<file path="src/hdl/infix_to_postfix_converter_unit_defines.svh">
// Assertion macros shared by the converter RTL.
// Each macro expects a clock named clk and a synchronous reset named rst in scope.
`ifndef INFIX_TO_POSTFIX_CONVERTER_UNIT_DEFINES_SVH
`define INFIX_TO_POSTFIX_CONVERTER_UNIT_DEFINES_SVH

// The condition holds at every clock edge outside reset.
`define ITP_ASSERT_ALWAYS(lbl, cond, msg) \
  lbl: assert property (@(posedge clk) disable iff (rst) (cond)) else $error(msg);

// The consequent holds in the same cycle as the antecedent.
`define ITP_ASSERT_IMP(lbl, ante, cons, msg) \
  lbl: assert property (@(posedge clk) disable iff (rst) (ante) |-> (cons)) else $error(msg);

// The consequent holds in the cycle after the antecedent.
`define ITP_ASSERT_NXT(lbl, ante, cons, msg) \
  lbl: assert property (@(posedge clk) disable iff (rst) (ante) |=> (cons)) else $error(msg);

`endif

</file>
<file path="src/hdl/itp_pkg.sv">
// Package for the infix to postfix converter: item types, stack entry
// format, token and result codes and the helpers that build result items.
`default_nettype none

package itp_pkg;

  localparam logic [2:0] CMD_NUMBER = 3'd0;
  localparam logic [2:0] CMD_FUNC   = 3'd1;
  localparam logic [2:0] CMD_OPER   = 3'd2;
  localparam logic [2:0] CMD_LPAREN = 3'd3;
  localparam logic [2:0] CMD_RPAREN = 3'd4;
  localparam logic [2:0] CMD_COMMA  = 3'd5;
  localparam logic [2:0] CMD_END    = 3'd6;

  localparam logic [1:0] TAG_OPER = 2'd0;
  localparam logic [1:0] TAG_FUNC = 2'd1;
  localparam logic [1:0] TAG_LPAR = 2'd2;

  localparam logic [1:0] KIND_NUMBER = 2'd0;
  localparam logic [1:0] KIND_FUNC   = 2'd1;
  localparam logic [1:0] KIND_OPER   = 2'd2;

  localparam logic [1:0] ERR_NONE     = 2'd0;
  localparam logic [1:0] ERR_PAREN    = 2'd1;
  localparam logic [1:0] ERR_OVERFLOW = 2'd2;

  typedef struct packed {
    logic [2:0]  command;
    logic [1:0]  op_code;
    logic [7:0]  func_id;
    logic [31:0] number_value;
  } token_t;

  typedef struct packed {
    logic [1:0]  out_kind;
    logic [1:0]  out_op;
    logic [7:0]  out_func;
    logic [31:0] out_value;
    logic [1:0]  error;
    logic        last;
  } result_t;

  typedef struct packed {
    logic [1:0] tag;
    logic [1:0] op;
    logic [7:0] fid;
  } entry_t;

  typedef struct packed {
    logic    valid;
    result_t item;
  } emit_t;

  function automatic result_t pop_result(input entry_t e);
    result_t r;
    r = '0;
    if (e.tag == TAG_FUNC) begin
      r.out_kind = KIND_FUNC;
      r.out_func = e.fid;
    end else begin
      r.out_kind = KIND_OPER;
      r.out_op   = e.op;
    end
    return r;
  endfunction

  function automatic result_t error_result(input logic [1:0] code);
    result_t r;
    r       = '0;
    r.error = code;
    r.last  = 1'b1;
    return r;
  endfunction

endpackage

`default_nettype wire

</file>
<file path="src/hdl/itp_stack_ram.sv">
// Operator stack storage: one write port and one registered read port.
// Depends on itp_pkg for the entry type.
`default_nettype none

module itp_stack_ram
  import itp_pkg::*;
#(
  parameter int STACK_DEPTH = 16,
  localparam int AW = $clog2(STACK_DEPTH)
) (
  input  wire logic          clk,
  input  wire logic          we,
  input  wire logic [AW-1:0] waddr,
  input  wire entry_t        wdata,
  input  wire logic          re,
  input  wire logic [AW-1:0] raddr,
  output entry_t             rdata
);

  entry_t mem [STACK_DEPTH];

  always_ff @(posedge clk) begin
    if (we) begin
      mem[waddr] <= wdata;
    end
  end

  always_ff @(posedge clk) begin
    if (re) begin
      rdata <= mem[raddr];
    end
  end

endmodule

`default_nettype wire

</file>
<file path="src/hdl/itp_ctrl.sv">
// Shunting-yard sequencer: reads the stack top, pops, pushes and builds
// result items. Depends on itp_pkg and the assertion macro header.
`default_nettype none
`include "infix_to_postfix_converter_unit_defines.svh"

module itp_ctrl
  import itp_pkg::*;
#(
  parameter int STACK_DEPTH = 16,
  localparam int AW = $clog2(STACK_DEPTH),
  localparam int CW = $clog2(STACK_DEPTH + 1)
) (
  input  wire logic          clk,
  input  wire logic          rst,
  input  wire logic          token_valid,
  input  wire token_t        token,
  output logic               busy,
  input  wire logic          out_free,
  output emit_t              emit,
  output logic               mem_we,
  output logic [AW-1:0]      mem_waddr,
  output entry_t             mem_wdata,
  output logic               mem_re,
  output logic [AW-1:0]      mem_raddr,
  input  wire entry_t        mem_rdata
);

  typedef enum logic [3:0] {
    ST_IDLE = 4'b0001,
    ST_EVAL = 4'b0010,
    ST_FUNC = 4'b0100,
    ST_FIN  = 4'b1000
  } state_t;

  state_t      state, state_next;
  logic [2:0]  cmd;
  logic [1:0]  opc;
  logic [7:0]  fid;
  logic [31:0] val;
  logic [CW-1:0] cnt, cnt_next;
  logic [CW-1:0] lp_cnt, lp_cnt_next;
  logic        held_v, held_v_next;
  result_t     held, held_next;

  logic [CW-1:0] cnt_m1, cnt_m2;
  logic        cnt_full;
  logic        do_pop, do_fin, go;
  logic        we_raw, re_raw;
  entry_t      top;

  assign top      = mem_rdata;
  assign cnt_m1   = cnt - CW'(1);
  assign cnt_m2   = cnt - CW'(2);
  assign cnt_full = (cnt == CW'(STACK_DEPTH));
  assign busy     = (state != ST_IDLE);

  always_comb begin
    state_next   = state;
    cnt_next     = cnt;
    lp_cnt_next  = lp_cnt;
    held_v_next  = held_v;
    held_next    = held;
    emit         = '0;
    we_raw       = 1'b0;
    mem_waddr    = cnt[AW-1:0];
    mem_wdata    = '0;
    re_raw       = 1'b0;
    mem_raddr    = cnt_m1[AW-1:0];
    do_pop       = 1'b0;
    do_fin       = 1'b0;

    case (state)
      ST_IDLE: begin
        if (token_valid) begin
          re_raw     = (cnt != '0);
          state_next = ST_EVAL;
        end
      end
      ST_EVAL: begin
        case (cmd)
          CMD_NUMBER: begin
            emit.valid          = 1'b1;
            emit.item.out_kind  = KIND_NUMBER;
            emit.item.out_value = val;
            emit.item.last      = 1'b1;
            state_next          = ST_IDLE;
          end
          CMD_FUNC, CMD_LPAREN: begin
            if (cnt_full) begin
              emit.valid  = 1'b1;
              emit.item   = error_result(ERR_OVERFLOW);
              cnt_next    = '0;
              lp_cnt_next = '0;
            end else begin
              we_raw = 1'b1;
              if (cmd == CMD_FUNC) begin
                mem_wdata.tag = TAG_FUNC;
                mem_wdata.fid = fid;
              end else begin
                mem_wdata.tag = TAG_LPAR;
                lp_cnt_next   = lp_cnt + CW'(1);
              end
              cnt_next = cnt + CW'(1);
            end
            state_next = ST_IDLE;
          end
          CMD_OPER: begin
            if (cnt != '0 && top.tag == TAG_OPER && (top.op[1] || !opc[1])) begin
              do_pop = 1'b1;
            end else if (cnt_full) begin
              emit.valid  = 1'b1;
              emit.item   = error_result(ERR_OVERFLOW);
              cnt_next    = '0;
              lp_cnt_next = '0;
              state_next  = ST_IDLE;
            end else begin
              we_raw        = 1'b1;
              mem_wdata.tag = TAG_OPER;
              mem_wdata.op  = opc;
              cnt_next      = cnt + CW'(1);
              do_fin        = 1'b1;
            end
          end
          CMD_RPAREN, CMD_COMMA: begin
            if (lp_cnt == '0) begin
              emit.valid  = 1'b1;
              emit.item   = error_result(ERR_PAREN);
              cnt_next    = '0;
              lp_cnt_next = '0;
              state_next  = ST_IDLE;
            end else if (top.tag != TAG_LPAR) begin
              do_pop = 1'b1;
            end else if (cmd == CMD_COMMA) begin
              do_fin = 1'b1;
            end else begin
              cnt_next    = cnt_m1;
              lp_cnt_next = lp_cnt - CW'(1);
              re_raw      = (cnt_m1 != '0);
              mem_raddr   = cnt_m2[AW-1:0];
              state_next  = ST_FUNC;
            end
          end
          CMD_END: begin
            if (lp_cnt != '0) begin
              emit.valid  = 1'b1;
              emit.item   = error_result(ERR_PAREN);
              cnt_next    = '0;
              lp_cnt_next = '0;
              state_next  = ST_IDLE;
            end else if (cnt != '0) begin
              do_pop = 1'b1;
            end else begin
              do_fin = 1'b1;
            end
          end
          default: begin
            state_next = ST_IDLE;
          end
        endcase
      end
      ST_FUNC: begin
        if (cnt != '0 && top.tag == TAG_FUNC) begin
          do_pop = 1'b1;
        end else begin
          do_fin = 1'b1;
        end
      end
      ST_FIN: begin
        if (held_v) begin
          emit.valid     = 1'b1;
          emit.item      = held;
          emit.item.last = 1'b1;
        end
        held_v_next = 1'b0;
        state_next  = ST_IDLE;
      end
      default: begin
        state_next = ST_IDLE;
      end
    endcase

    if (do_pop) begin
      if (held_v) begin
        emit.valid     = 1'b1;
        emit.item      = held;
        emit.item.last = 1'b0;
      end
      held_next   = pop_result(top);
      held_v_next = 1'b1;
      cnt_next    = cnt_m1;
      re_raw      = (cnt_m1 != '0);
      mem_raddr   = cnt_m2[AW-1:0];
      if (state == ST_FUNC) begin
        state_next = ST_FIN;
      end
    end

    if (do_fin) begin
      state_next = held_v ? ST_FIN : ST_IDLE;
    end
  end

  assign go     = !emit.valid || out_free;
  assign mem_we = we_raw && go;
  assign mem_re = re_raw && go;

  always_ff @(posedge clk) begin
    if (rst) begin
      state  <= ST_IDLE;
      cnt    <= '0;
      lp_cnt <= '0;
      held_v <= 1'b0;
    end else if (go) begin
      state  <= state_next;
      cnt    <= cnt_next;
      lp_cnt <= lp_cnt_next;
      held_v <= held_v_next;
    end
  end

  always_ff @(posedge clk) begin
    if (state == ST_IDLE && token_valid) begin
      cmd <= token.command;
      opc <= token.op_code;
      fid <= token.func_id;
      val <= token.number_value;
    end
    if (go) begin
      held <= held_next;
    end
  end

  `ITP_ASSERT_ALWAYS(a_lp_within_cnt, lp_cnt <= cnt, "left parenthesis count exceeds stack count")
  `ITP_ASSERT_ALWAYS(a_cnt_within_depth, cnt <= CW'(STACK_DEPTH), "stack count exceeds depth")
  `ITP_ASSERT_IMP(a_idle_no_held, state == ST_IDLE, !held_v, "held pop left over in idle")
  `ITP_ASSERT_IMP(a_error_alone, emit.valid && emit.item.error != ERR_NONE, !held_v, "error with pending pop")
  `ITP_ASSERT_NXT(a_push_counts, mem_we, cnt == CW'($past(cnt) + CW'(1)), "push did not grow stack")

endmodule

`default_nettype wire

</file>
<file path="src/hdl/infix_to_postfix_converter_unit.sv">
// Number path: a token is latched in the idle state and emitted from the evaluate state.
// Flow: one token at a time, with a pop step per popped entry, a finish step
// when anything was popped, and a function step for each matched right parenthesis;
// the single read port of the stack memory sets the pop rate, and output stalls hold any step that emits.
// Reset: synchronous; empties the stack and output register, memory is not cleared.
// Depends on itp_pkg, itp_ctrl and itp_stack_ram.
`default_nettype none

module infix_to_postfix_converter_unit
  import itp_pkg::*;
#(
  parameter int STACK_DEPTH = 16
) (
  input  wire logic   clk,
  input  wire logic   rst,
  input  wire logic   token_valid,
  output logic        token_stall,
  input  wire token_t token,
  output logic        result_valid,
  input  wire logic   result_stall,
  output result_t     result
);

  localparam int AW = $clog2(STACK_DEPTH);

  logic          busy;
  logic          out_free;
  emit_t         emit;
  logic          mem_we;
  logic [AW-1:0] mem_waddr;
  entry_t        mem_wdata;
  logic          mem_re;
  logic [AW-1:0] mem_raddr;
  entry_t        mem_rdata;

  assign token_stall = busy || rst;
  assign out_free    = !result_valid || !result_stall;

  itp_ctrl #(
    .STACK_DEPTH(STACK_DEPTH)
  ) u_ctrl (
    .clk        (clk),
    .rst        (rst),
    .token_valid(token_valid),
    .token      (token),
    .busy       (busy),
    .out_free   (out_free),
    .emit       (emit),
    .mem_we     (mem_we),
    .mem_waddr  (mem_waddr),
    .mem_wdata  (mem_wdata),
    .mem_re     (mem_re),
    .mem_raddr  (mem_raddr),
    .mem_rdata  (mem_rdata)
  );

  itp_stack_ram #(
    .STACK_DEPTH(STACK_DEPTH)
  ) u_stack_ram (
    .clk  (clk),
    .we   (mem_we),
    .waddr(mem_waddr),
    .wdata(mem_wdata),
    .re   (mem_re),
    .raddr(mem_raddr),
    .rdata(mem_rdata)
  );

  always_ff @(posedge clk) begin
    if (rst) begin
      result_valid <= 1'b0;
    end else if (emit.valid && out_free) begin
      result_valid <= 1'b1;
    end else if (!result_stall) begin
      result_valid <= 1'b0;
    end
  end

  always_ff @(posedge clk) begin
    if (emit.valid && out_free) begin
      result <= emit.item;
    end
  end

endmodule

`default_nettype wire
</file>
<file path="config.mk">
export PLATFORM = sky130hd
export DESIGN_NAME = infix_to_postfix_converter_unit
export DESIGN_NICKNAME = d
export VERILOG_FILES = /design/src/hdl/itp_pkg.sv /design/src/hdl/itp_stack_ram.sv /design/src/hdl/itp_ctrl.sv /design/src/hdl/infix_to_postfix_converter_unit.sv
export VERILOG_INCLUDE_DIRS = /design/src /design/src/hdl
export SDC_FILE = /design/constraint.sdc
export NUM_CORES = 1
export LEC_CHECK = 0
export BUFFER_PORTS_ARGS = -buffer_cell sky130_fd_sc_hd__buf_2
export CAP_MARGIN = 15
export CORE_AREA = 3 3 217 219
export DETAILED_ROUTE_END_ITERATION = 8
export DIE_AREA = 0 0 220 222
export PLACE_DENSITY_LB_ADDON = 0.3
export SLEW_MARGIN = 15
export SYNTH_ARGS = -nofsm -noshare
export SYNTH_HDL_FRONTEND = slang
export SYNTH_SLANG_ARGS = --single-unit
</file>
<file path="constraint.sdc">
create_clock -name clk -period 5.06 [get_ports clk]
set_input_delay 0.506 -clock clk [delete_from_list [all_inputs] [get_ports clk]]
set_output_delay 0.506 -clock clk [all_outputs]
set_load 0.005 [all_outputs]
</file>
Yosys cells after proc, flatten, opt, wreduce, memory -nomap -nowiden
Memories as Yosys holds them, arrays and structs flattened. A register that Yosys moved wholly into a read port is not among the register bits.
Cells that the tools add are included.
- flip-flop bits (word level): 120
- bits in writable memories: 192
- input port bits: 49
- output and inout bits: 49
- word-level logic and storage cells: 173
- memories: 1
- $add $sub $neg: 5
- eq/ne operators: 25
- muxes and demuxes: 93
- reduce and logical (&&, ||, !) cells: 31
- memories (name ; words ; bits a word ; read ports ; clocked after Yosys merged registers in ; wr ports ; line ; source):
    u_stack_ram.mem ; 16 ; 12 ; 1 ; 1 ; 1 ; itp_stack_ram.sv:20 ; entry_t mem [STACK_DEPTH];
- operators with widths (operator ; number):
    48-bit two-way mux ; 7
    32-bit one-hot mux with 5 select lines ; 1
    48-bit one-hot mux with 2 select lines ; 1
    5-bit two-way mux ; 15
    4-bit two-way mux ; 18
    10-bit one-hot mux with 4 select lines ; 1
    5-bit one-hot mux with 4 select lines ; 2
    1-bit two-way mux ; 27
    8-bit two-way mux ; 3
    4-bit one-hot mux with 3 select lines ; 2
    5-bit nonzero test ; 4
    3-bit one-hot mux with 5 select lines ; 1
    12-bit two-way mux ; 1
    3-bit by 2-bit != test with 1-bit output (second input constant) ; 4
    5-bit by 1-bit adder with 5-bit output (second input constant) ; 2
    2-bit two-way mux ; 5
    5-bit by 1-bit subtractor with 5-bit output (second input constant) ; 2
    3-bit equality test (second input constant) ; 3
    9-bit AND reduction ; 1
    4-bit by 2-bit != test with 1-bit output (second input constant) ; 2
    1-bit one-hot mux with 2 select lines ; 4
    2-bit one-hot mux with 4 select lines ; 1
    1-bit logical AND ; 7
    7-bit AND reduction ; 1
    other kinds (25) ; 39

Longest topological paths before layout
Gate-level depths: netlist of run 1.
- depth in word-level cells: 13
- mapped depth: 15
- depth with buffers taken out: 9

Hierarchy
Synthesis of run 1 repeated with hierarchy kept, for this count alone.
- cells, all modules: 743
- area total of the unflattened synthesis: 13035.0 sq um
- modules (own cells, without submodules) (module ; times used ; cells an instance ; area an instance (sq um) ; sequential area each (sq um)):
    itp_stack_ram ; 1 ; 329 ; 7719.9 ; 6125.9
    itp_ctrl ; 1 ; 361 ; 3858.7 ; 2011.9
    infix_to_postfix_converter_unit ; 1 ; 53 ; 1456.4 ; 1431.4

Least setup slack after synthesis of run 1
No wires, ideal clock.
- path type: register to register
- from: reg u_ctrl.cnt[1]
- to: reg result[0] (netlist name), enable pin
- library setup time: 0.467 ns
- arrival time: 4.912 ns
- data required time: 4.593 ns
- path slack: -0.319 ns
- cell stages (with the launch flop): 13
- buffers on the path: 4
- period minus slack after synthesis: 5.379 ns
- path through: dfxtp_1 > clkbuf_1 > inv_1 > ha_1 > or4b_2 > buf_2 > or4b_4 > a31o_1 > buf_2 > buf_2 > a21oi_1 > nor2_1 > a21oi_1
- cells in the longest elaborated chain, start to end: 9
- elaborated cells between the ends (all ways): 18
- classes of those cells: 1 x eq/ne; 12 x mux; 5 x reduce/logical
- RTL lines (what ; line ; source):
    from (decl) ; itp_ctrl.sv:40 ; logic [CW-1:0] cnt, cnt_next;
    from (signal assigned) ; itp_ctrl.sv:215 ; cnt <= cnt_next;
    5-bit nonzero test ; itp_ctrl.sv:108, itp_ctrl.sv:150, itp_ctrl.sv:162 ;
    1-bit logical AND (2 in series) ; itp_ctrl.sv:108 ; if (cnt != '0 && top.tag == TAG_OPER && (top.op[1] || !opc[1])) begin
    48-bit two-way mux ; itp_ctrl.sv:108 ;
    3-bit one-hot mux with 5 select lines ; itp_ctrl.sv:80 ; case (cmd)
    48-bit one-hot mux with 2 select lines ; itp_ctrl.sv:72 ; case (state)
    48-bit two-way mux ; itp_ctrl.sv:183 ; if (held_v) begin
    48-bit two-way mux (*) ; itp_ctrl.sv:182 ; if (do_pop) begin
    1-bit logical AND (*) ; infix_to_postfix_converter_unit.sv:80 ; if (emit.valid && out_free) begin
    to (signal assigned) ; infix_to_postfix_converter_unit.sv:81 ; result <= emit.item;
    to (decl) ; infix_to_postfix_converter_unit.sv:21 ; output result_t result
Mark *: on every way between the ends. The rest lies on a longest branch, timed or not.
A chain may end at the register's enable or synchronous reset.

Worst setup path in the final report of run 1
- from: reg u_ctrl.cnt[1]
- to: reg, netlist name u_stack_ram.rdata[1]
- cells in the longest elaborated chain, start to end: 11
- elaborated cells between the ends (all ways): 36
- classes of those cells: 2 x add/sub; 1 x eq/ne; 25 x mux; 8 x reduce/logical
- RTL lines (what):
    parallel branches: the longest is 11 deep, another holds 5-bit by 1-bit subtractor with 5-bit output
Parallel ways; which one is timed is not known.

==> impl_metrics.toml, run 1 <==
[final_layout]
final_cell_mix = "308 x edfxtp_1, 225 x nand2_1, 115 x a21oi_1"
syn2layout_area_growth_pct = 14.5
fill_cells = 4315
drive_gt1_frac = 0.146
num-nets-final = 1526
final_common_cell = "edfxtp_1"
utilization = 0.401
diodes = 0

[clock_network]
clk_pin_slew_ns = 0.06
max-clock-path-buffers = 3
cts_tree = "built"
clock_sinks = 324
cts_resized = 0
cts-htree-levels = 2
numCtsBuffers = 38
cts_hold_buf = 0
cts_setup_buffers = 0
cts_root_buf = "clkbuf_16"
clkLatencyLatePin_ns = 0.55

[placement]
pre_cts_ws_ns = 0.787
place.port_buffers = 97
place_congestion = 0.855
post-dp-hpwl_um = 26800

[yosys]
async_flop_share = 0
synth_top_cell_by_area = "edfxtp_1"
synth_fa_ha_area_frac = 0.00948
synth_area_mm2 = 0.0158
ys_seq_area_frac = 0.604
synthXorXnorAreaFrac = 0.00497
syn_nets = 1468
synth_edf_count = 308
ys_types = 62
synth_area_leaders = "edfxtp_1 58%, a311oi_1 5.4%, nand2_1 5.4%, a211oi_1 4.6%, nand2b_1 4.0%"
yosys.area_share.simple = 0.161
yosys.area.top_type_share = 0.584
synthMuxAreaShare = 0.000632
synth-main-ff-cell = "edfxtp_1"
synth-compound-area-share = 0.182
ys_ff_latch = 324
synth.avg_cell_area_um2 = 11.3
synth_top_family_by_area = "compound AO/OA/AOI/OAI gates"
syn_inst = 1407
yosys_warnings = 0

[detailed_routing]
avgRoutedWirePerCell_um = 21.4
wl_um = 44800
drtAntennaViolNets = 0
dr.pass1.iters = 5
vias_per_cell = 5.75
drc = 0
drtIter0Drc = 1244
vias = 12000

[timing]
setup_ws_ns = 0.730
finalHoldViolations = 0
slew_headroom = 0.355
tightest_slew_ns = 0.967
finalSetupViolCount = 0
finalCritPeriodShare = 0.856
min_period_ns = 4.33
fmax_ghz = 0.231
finalClockSkew_ns = 0.0317
maxSlewViolCount = 0
tns_ns = 0
rsz0062_at_grt = "false"

[global_route]
antenna_found_initial = 1
grt_first_pass_wirelength_um = 67800
gr-total-overflow = 0
grt_usage = 0.178
grt_max_degree = 103
grt_pass1_vias = 11400

[min_path]
hp-class = "input port to flop"

[worst_setup_path]
start_kind = "flop"
worstPathArrival_ns = 4.61
worstSetupEndpointType = "flop"
cp.required_ns = 5.34
crit_fanout = 52
path_class = "flop to flop"
reg2reg_slack_ns = 0.73

[floorplanning]
row_count = 78
die_h_um = 222
core_mm2 = 0.0453
die_area_mm2 = 0.0488
start_util = 0.350
die_width_um = 220
ioPinCount = 98

[power_and_ir_drop]
design_power_total_w = 0.00569
power_density_mw_per_mm2 = 314
ir_worst_vdd_mv = 0.199
power.static_leakage_nw = 5.64

[run]
cap_viol_max_count = 0

[status]
status = "completed"
==> cells by family after synthesis <==
| group | count (synthesis) |
|---|---|
| flip-flops | 324 |
| AND/OR/NAND/NOR | 512 |
| XOR/XNOR | 9 |
| buffers and inverters | 138 |
| AO/OA/AOI/OAI | 411 |
| adder cells (fa/ha/maj) | 12 |
| multiplexers | 1 |
==> worst max-delay path: stages (launching register included) <==
cell      delay (ns)
dfxtp_1         0.43
inv_1           0.32
ha_1            0.28
or4b_2          0.74
nand4_1         0.30
a31o_4          0.25
buf_4           0.55
a21oi_1         0.14
a311oi_1        0.27
o22ai_1         0.21
or4_1           0.56
==> final timing paths <==
check	from	to	cells past startpoint
setup / recovery	u_ctrl.cnt[1]	u_stack_ram.rdata[1]	10
hold / removal	token[26]	u_ctrl.val[26]	1
setup reg to reg	u_ctrl.cnt[1]	u_stack_ram.rdata[1]	10
hold reg to reg	u_ctrl.val[18]	result[21]	1
==> synth_stat cells, types with 3 or more instances <==
cell      instances
a211oi_1         98
a21oi_1         116
a22oi_1           5
a311oi_1         98
a31oi_1           5
and2_1           67
and3_1            9
buf_1             7
buf_2            23
buf_4             5
buf_6             5
clkbuf_1         88
dfxtp_1          16
edfxtp_1        308
ha_1             12
inv_1            10
nand2_1         227
nand2b_1        102
nand3_1          12
nor2_1           39
nor2b_1           3
nor3_1           19
nor4_1            3
nor4b_1           5
o21ai_0          10
o22ai_1          50
o32ai_1           3
or3_1             3
or4_1            12
xnor2_1           5
xor2_1            4
==> registers in the layout (all words and copies together) (netlist names), 5 cells and up <==
signal             count
u_ctrl.fid             8
u_ctrl.cnt             5
u_ctrl.lp_cnt          5
u_ctrl.held           12
result                47
u_stack_ram.mem      192
u_stack_ram.rdata     12
u_ctrl.val            32
==> final cells by class <==
class,count,area [um2],area share
multi-input cells,945,5770,0.318
inverters,10,37.5,0.00207
repair buffers,146,878,0.0484
flip-flops and latches,324,9570,0.527
clock buffers,44,973,0.0536
well taps,600,751,0.0414
clock inverters,21,168,0.00924
==> power breakdown <==
| group | switching [W] | leakage (nW) | internal, W |
|---|---|---|---|
| Combinational | 0.000120 | 1.95 | 0.0000690 |
| Clock | 0.00106 | 0.555 | 0.00148 |
| Sequential | 0.0000195 | 3.14 | 0.00294 |
==> per-layer routing <==
layer | GRT usage | vias to the layer above | routed length (um)
li1 | - | 5475 | -
met4 | 0.0708 | 0 | 1500
met1 | 0.241 | 5944 | 18800
met3 | 0.0284 | 86 | 3320
met5 | 0 | - | 0
met2 | 0.287 | 522 | 21200
==> metrics by stage <==
step | area (um2) | cells | hold slack, ns
after floorplan | 15800 | 1407 | 0.491
after global placement | 17000 | 2025 | 0.498
after detailed placement | 17000 | 2025 | 0.506
after CTS | 18100 | 2090 | 0.125
after global routing | 18100 | 2090 | 0.127
final | 18100 | 2090 | 0.152
(Power assumes the default switching activity.)
==> inputs of run 2 (changes only) <==
--- a/config.mk
+++ b/config.mk
@@ -8,6 +8,8 @@
 export LEC_CHECK = 0
 export BUFFER_PORTS_ARGS = -buffer_cell sky130_fd_sc_hd__buf_2
 export CAP_MARGIN = 15
+export CELL_PAD_IN_SITES_DETAIL_PLACEMENT = 1
+export CELL_PAD_IN_SITES_GLOBAL_PLACEMENT = 2
 export CORE_AREA = 3 3 217 219
 export DETAILED_ROUTE_END_ITERATION = 8
 export DIE_AREA = 0 0 220 222
==> run 2 against run 1 <==
Effect of this change:
- sequential cell count is the same
- power increased by 0.65%
- clock-buffer cell count increased by 5
- fmax decreased by 4.1%
- routed wire length increased by 15%
- non-clock buffer count is 6 higher
- die area unchanged
- critical path depth did not move
- worst setup slack got worse by 0.19 ns
- clock skew is 0.014 ns lower
- critical path type unchanged
- highest routed layer is now met5
==> impl_metrics.toml, run 2 (synthesis results as in run 1) <==
[power_and_ir_drop]
design_power_total_w = 0.00573
power.static_leakage_nw = 5.71
ir_worst_vdd_mv = 0.254
combPwrFrac = 0.035
seqPwrFrac = 0.516
p_int_w = 0.00448
clkPwrFrac = 0.449
switchingPower_w = 0.00125
swShare = 0.218
power_density_mw_per_mm2 = 314

[floorplanning]
die_area_mm2 = 0.0488
die_h_um = 222
ioPinCount = 98
start_util = 0.350
core_mm2 = 0.0453
row_count = 78
die_width_um = 220

[worst_setup_path]
start_kind = "flop"
crit_fanout = 43
path_class = "flop to flop"
worstPathArrival_ns = 4.79
cp.required_ns = 5.33
worstSetupEndpointType = "flop"

[final_layout]
regMostFlops = "u_stack_ram.mem"
top_regs = "u_stack_ram.mem x192, result x47, u_ctrl.val x32"
fill_cells = 4947
num-nets-final = 1533
final_cell_mix = "308 x edfxtp_1, 225 x nand2_1, 115 x a21oi_1"
largest_reg_flops = 192
utilization = 0.403
drive_gt1_frac = 0.151
syn2layout_area_growth_pct = 15.2
final_common_cell = "edfxtp_1"

[detailed_routing]
vias_per_cell = 5.77
drc = 0
vias = 12100
drtAntennaViolNets = 0
dr.pass1.iters = 5
wl_um = 51600
drtIter0Drc = 780
avgRoutedWirePerCell_um = 24.6

[timing]
min_period_ns = 4.52
rsz0062_at_grt = "false"
fmax_ghz = 0.221
finalSetupViolCount = 0
slew_headroom = 0.349
finalHoldViolations = 0
tightest_slew_ns = 0.976
finalCritPeriodShare = 0.893
finalClockSkew_ns = 0.0174
tns_ns = 0
maxSlewViolCount = 0

[clock_network]
cts-htree-levels = 2
cts_hold_buf = 0
cts_root_buf = "clkbuf_16"
cts_setup_buffers = 0
clkLatencyLatePin_ns = 0.55
cts_resized = 0
max-clock-path-buffers = 3
numCtsBuffers = 39
clk_pin_slew_ns = 0.06
cts_tree = "built"
clock_sinks = 324

[global_route]
grt_max_degree = 100
met1_usage = 0.272
gr-total-overflow = 0
busiest_layer = "met2"
met2_usage = 0.355
grt_use_met3 = 0.0303
grt_first_pass_wirelength_um = 77200
grt_usage = 0.209
grt_pass1_vias = 12400
antenna_found_initial = 4

[run]
cap_viol_max_count = 0

[placement]
place_congestion = 0.772
post-dp-hpwl_um = 31200
place.port_buffers = 97

[status]
status = "completed"

[min_path]
hp-class = "input port to flop"
==> run 2: layer usage <==
metal / up-vias / wire [um]
li1: 5499 / -
met1: 6221 / 22300
met2: 313 / 25500
met3: 92 / 2270
met4: 2 / 1590
met5: - / 13
==> run 2: final timing paths <==
path,depth (start not counted),slack (ns),start,end
hold / removal,1,0.14,token[38],u_ctrl.fid[6]
setup / recovery,10,0.54,u_ctrl.cnt[1],u_stack_ram.rdata[4]
setup reg to reg,10,0.54,u_ctrl.cnt[1],u_stack_ram.rdata[4]
hold reg to reg,1,0.52,u_ctrl.val[30],result[33]
==> run 2: per-stage QoR <==
stage / area, um2 / std cells / worst slack, ns / hold slack (ns)
floorplan: 15800 / 1407 / 0.736 / 0.491
global placement: 17100 / 2031 / 0.814 / 0.500
detailed placement: 17100 / 2031 / 0.633 / 0.504
CTS: 18200 / 2101 / 0.604 / 0.104
global route: 18200 / 2102 / 0.435 / 0.115
finish: 18200 / 2102 / 0.543 / 0.137
==> run 2: critical path, stage by stage (launching register included) <==
cell and delay (ns):
dfxtp_1 0.43, inv_1 0.33, ha_1 0.28, or4b_2 0.75
nand3_1 0.25, and2_4 0.28, nand2_4 0.19, buf_4 0.34
a311oi_1 0.67, o22ai_1 0.16, or4_1 0.52
==> run 2: final cells by class <==
class / count / area (um2) / share of cell area
Multi-Input combinational cell: 945 / 5770 / 0.316
Antenna cell: 1 / 2.50 / 0.000137
Timing Repair Buffer: 152 / 973 / 0.0533
Sequential cell: 324 / 9570 / 0.524
Inverter: 10 / 37.5 / 0.00206
Clock inverter: 21 / 129 / 0.00706
Clock buffer: 49 / 1010 / 0.0555
Tap cell: 600 / 751 / 0.0411
==> run 2: power groups by stage <==
stage	clock network (W)	logic [W]	registers, W
after floorplan	0	0.000122	0.00301
after global placement	0	0.000197	0.00301
after detailed placement	0	0.000200	0.00302
after CTS	0.00265	0.000201	0.00296
after global routing	0.00275	0.000219	0.00296
final	0.00257	0.000200	0.00296
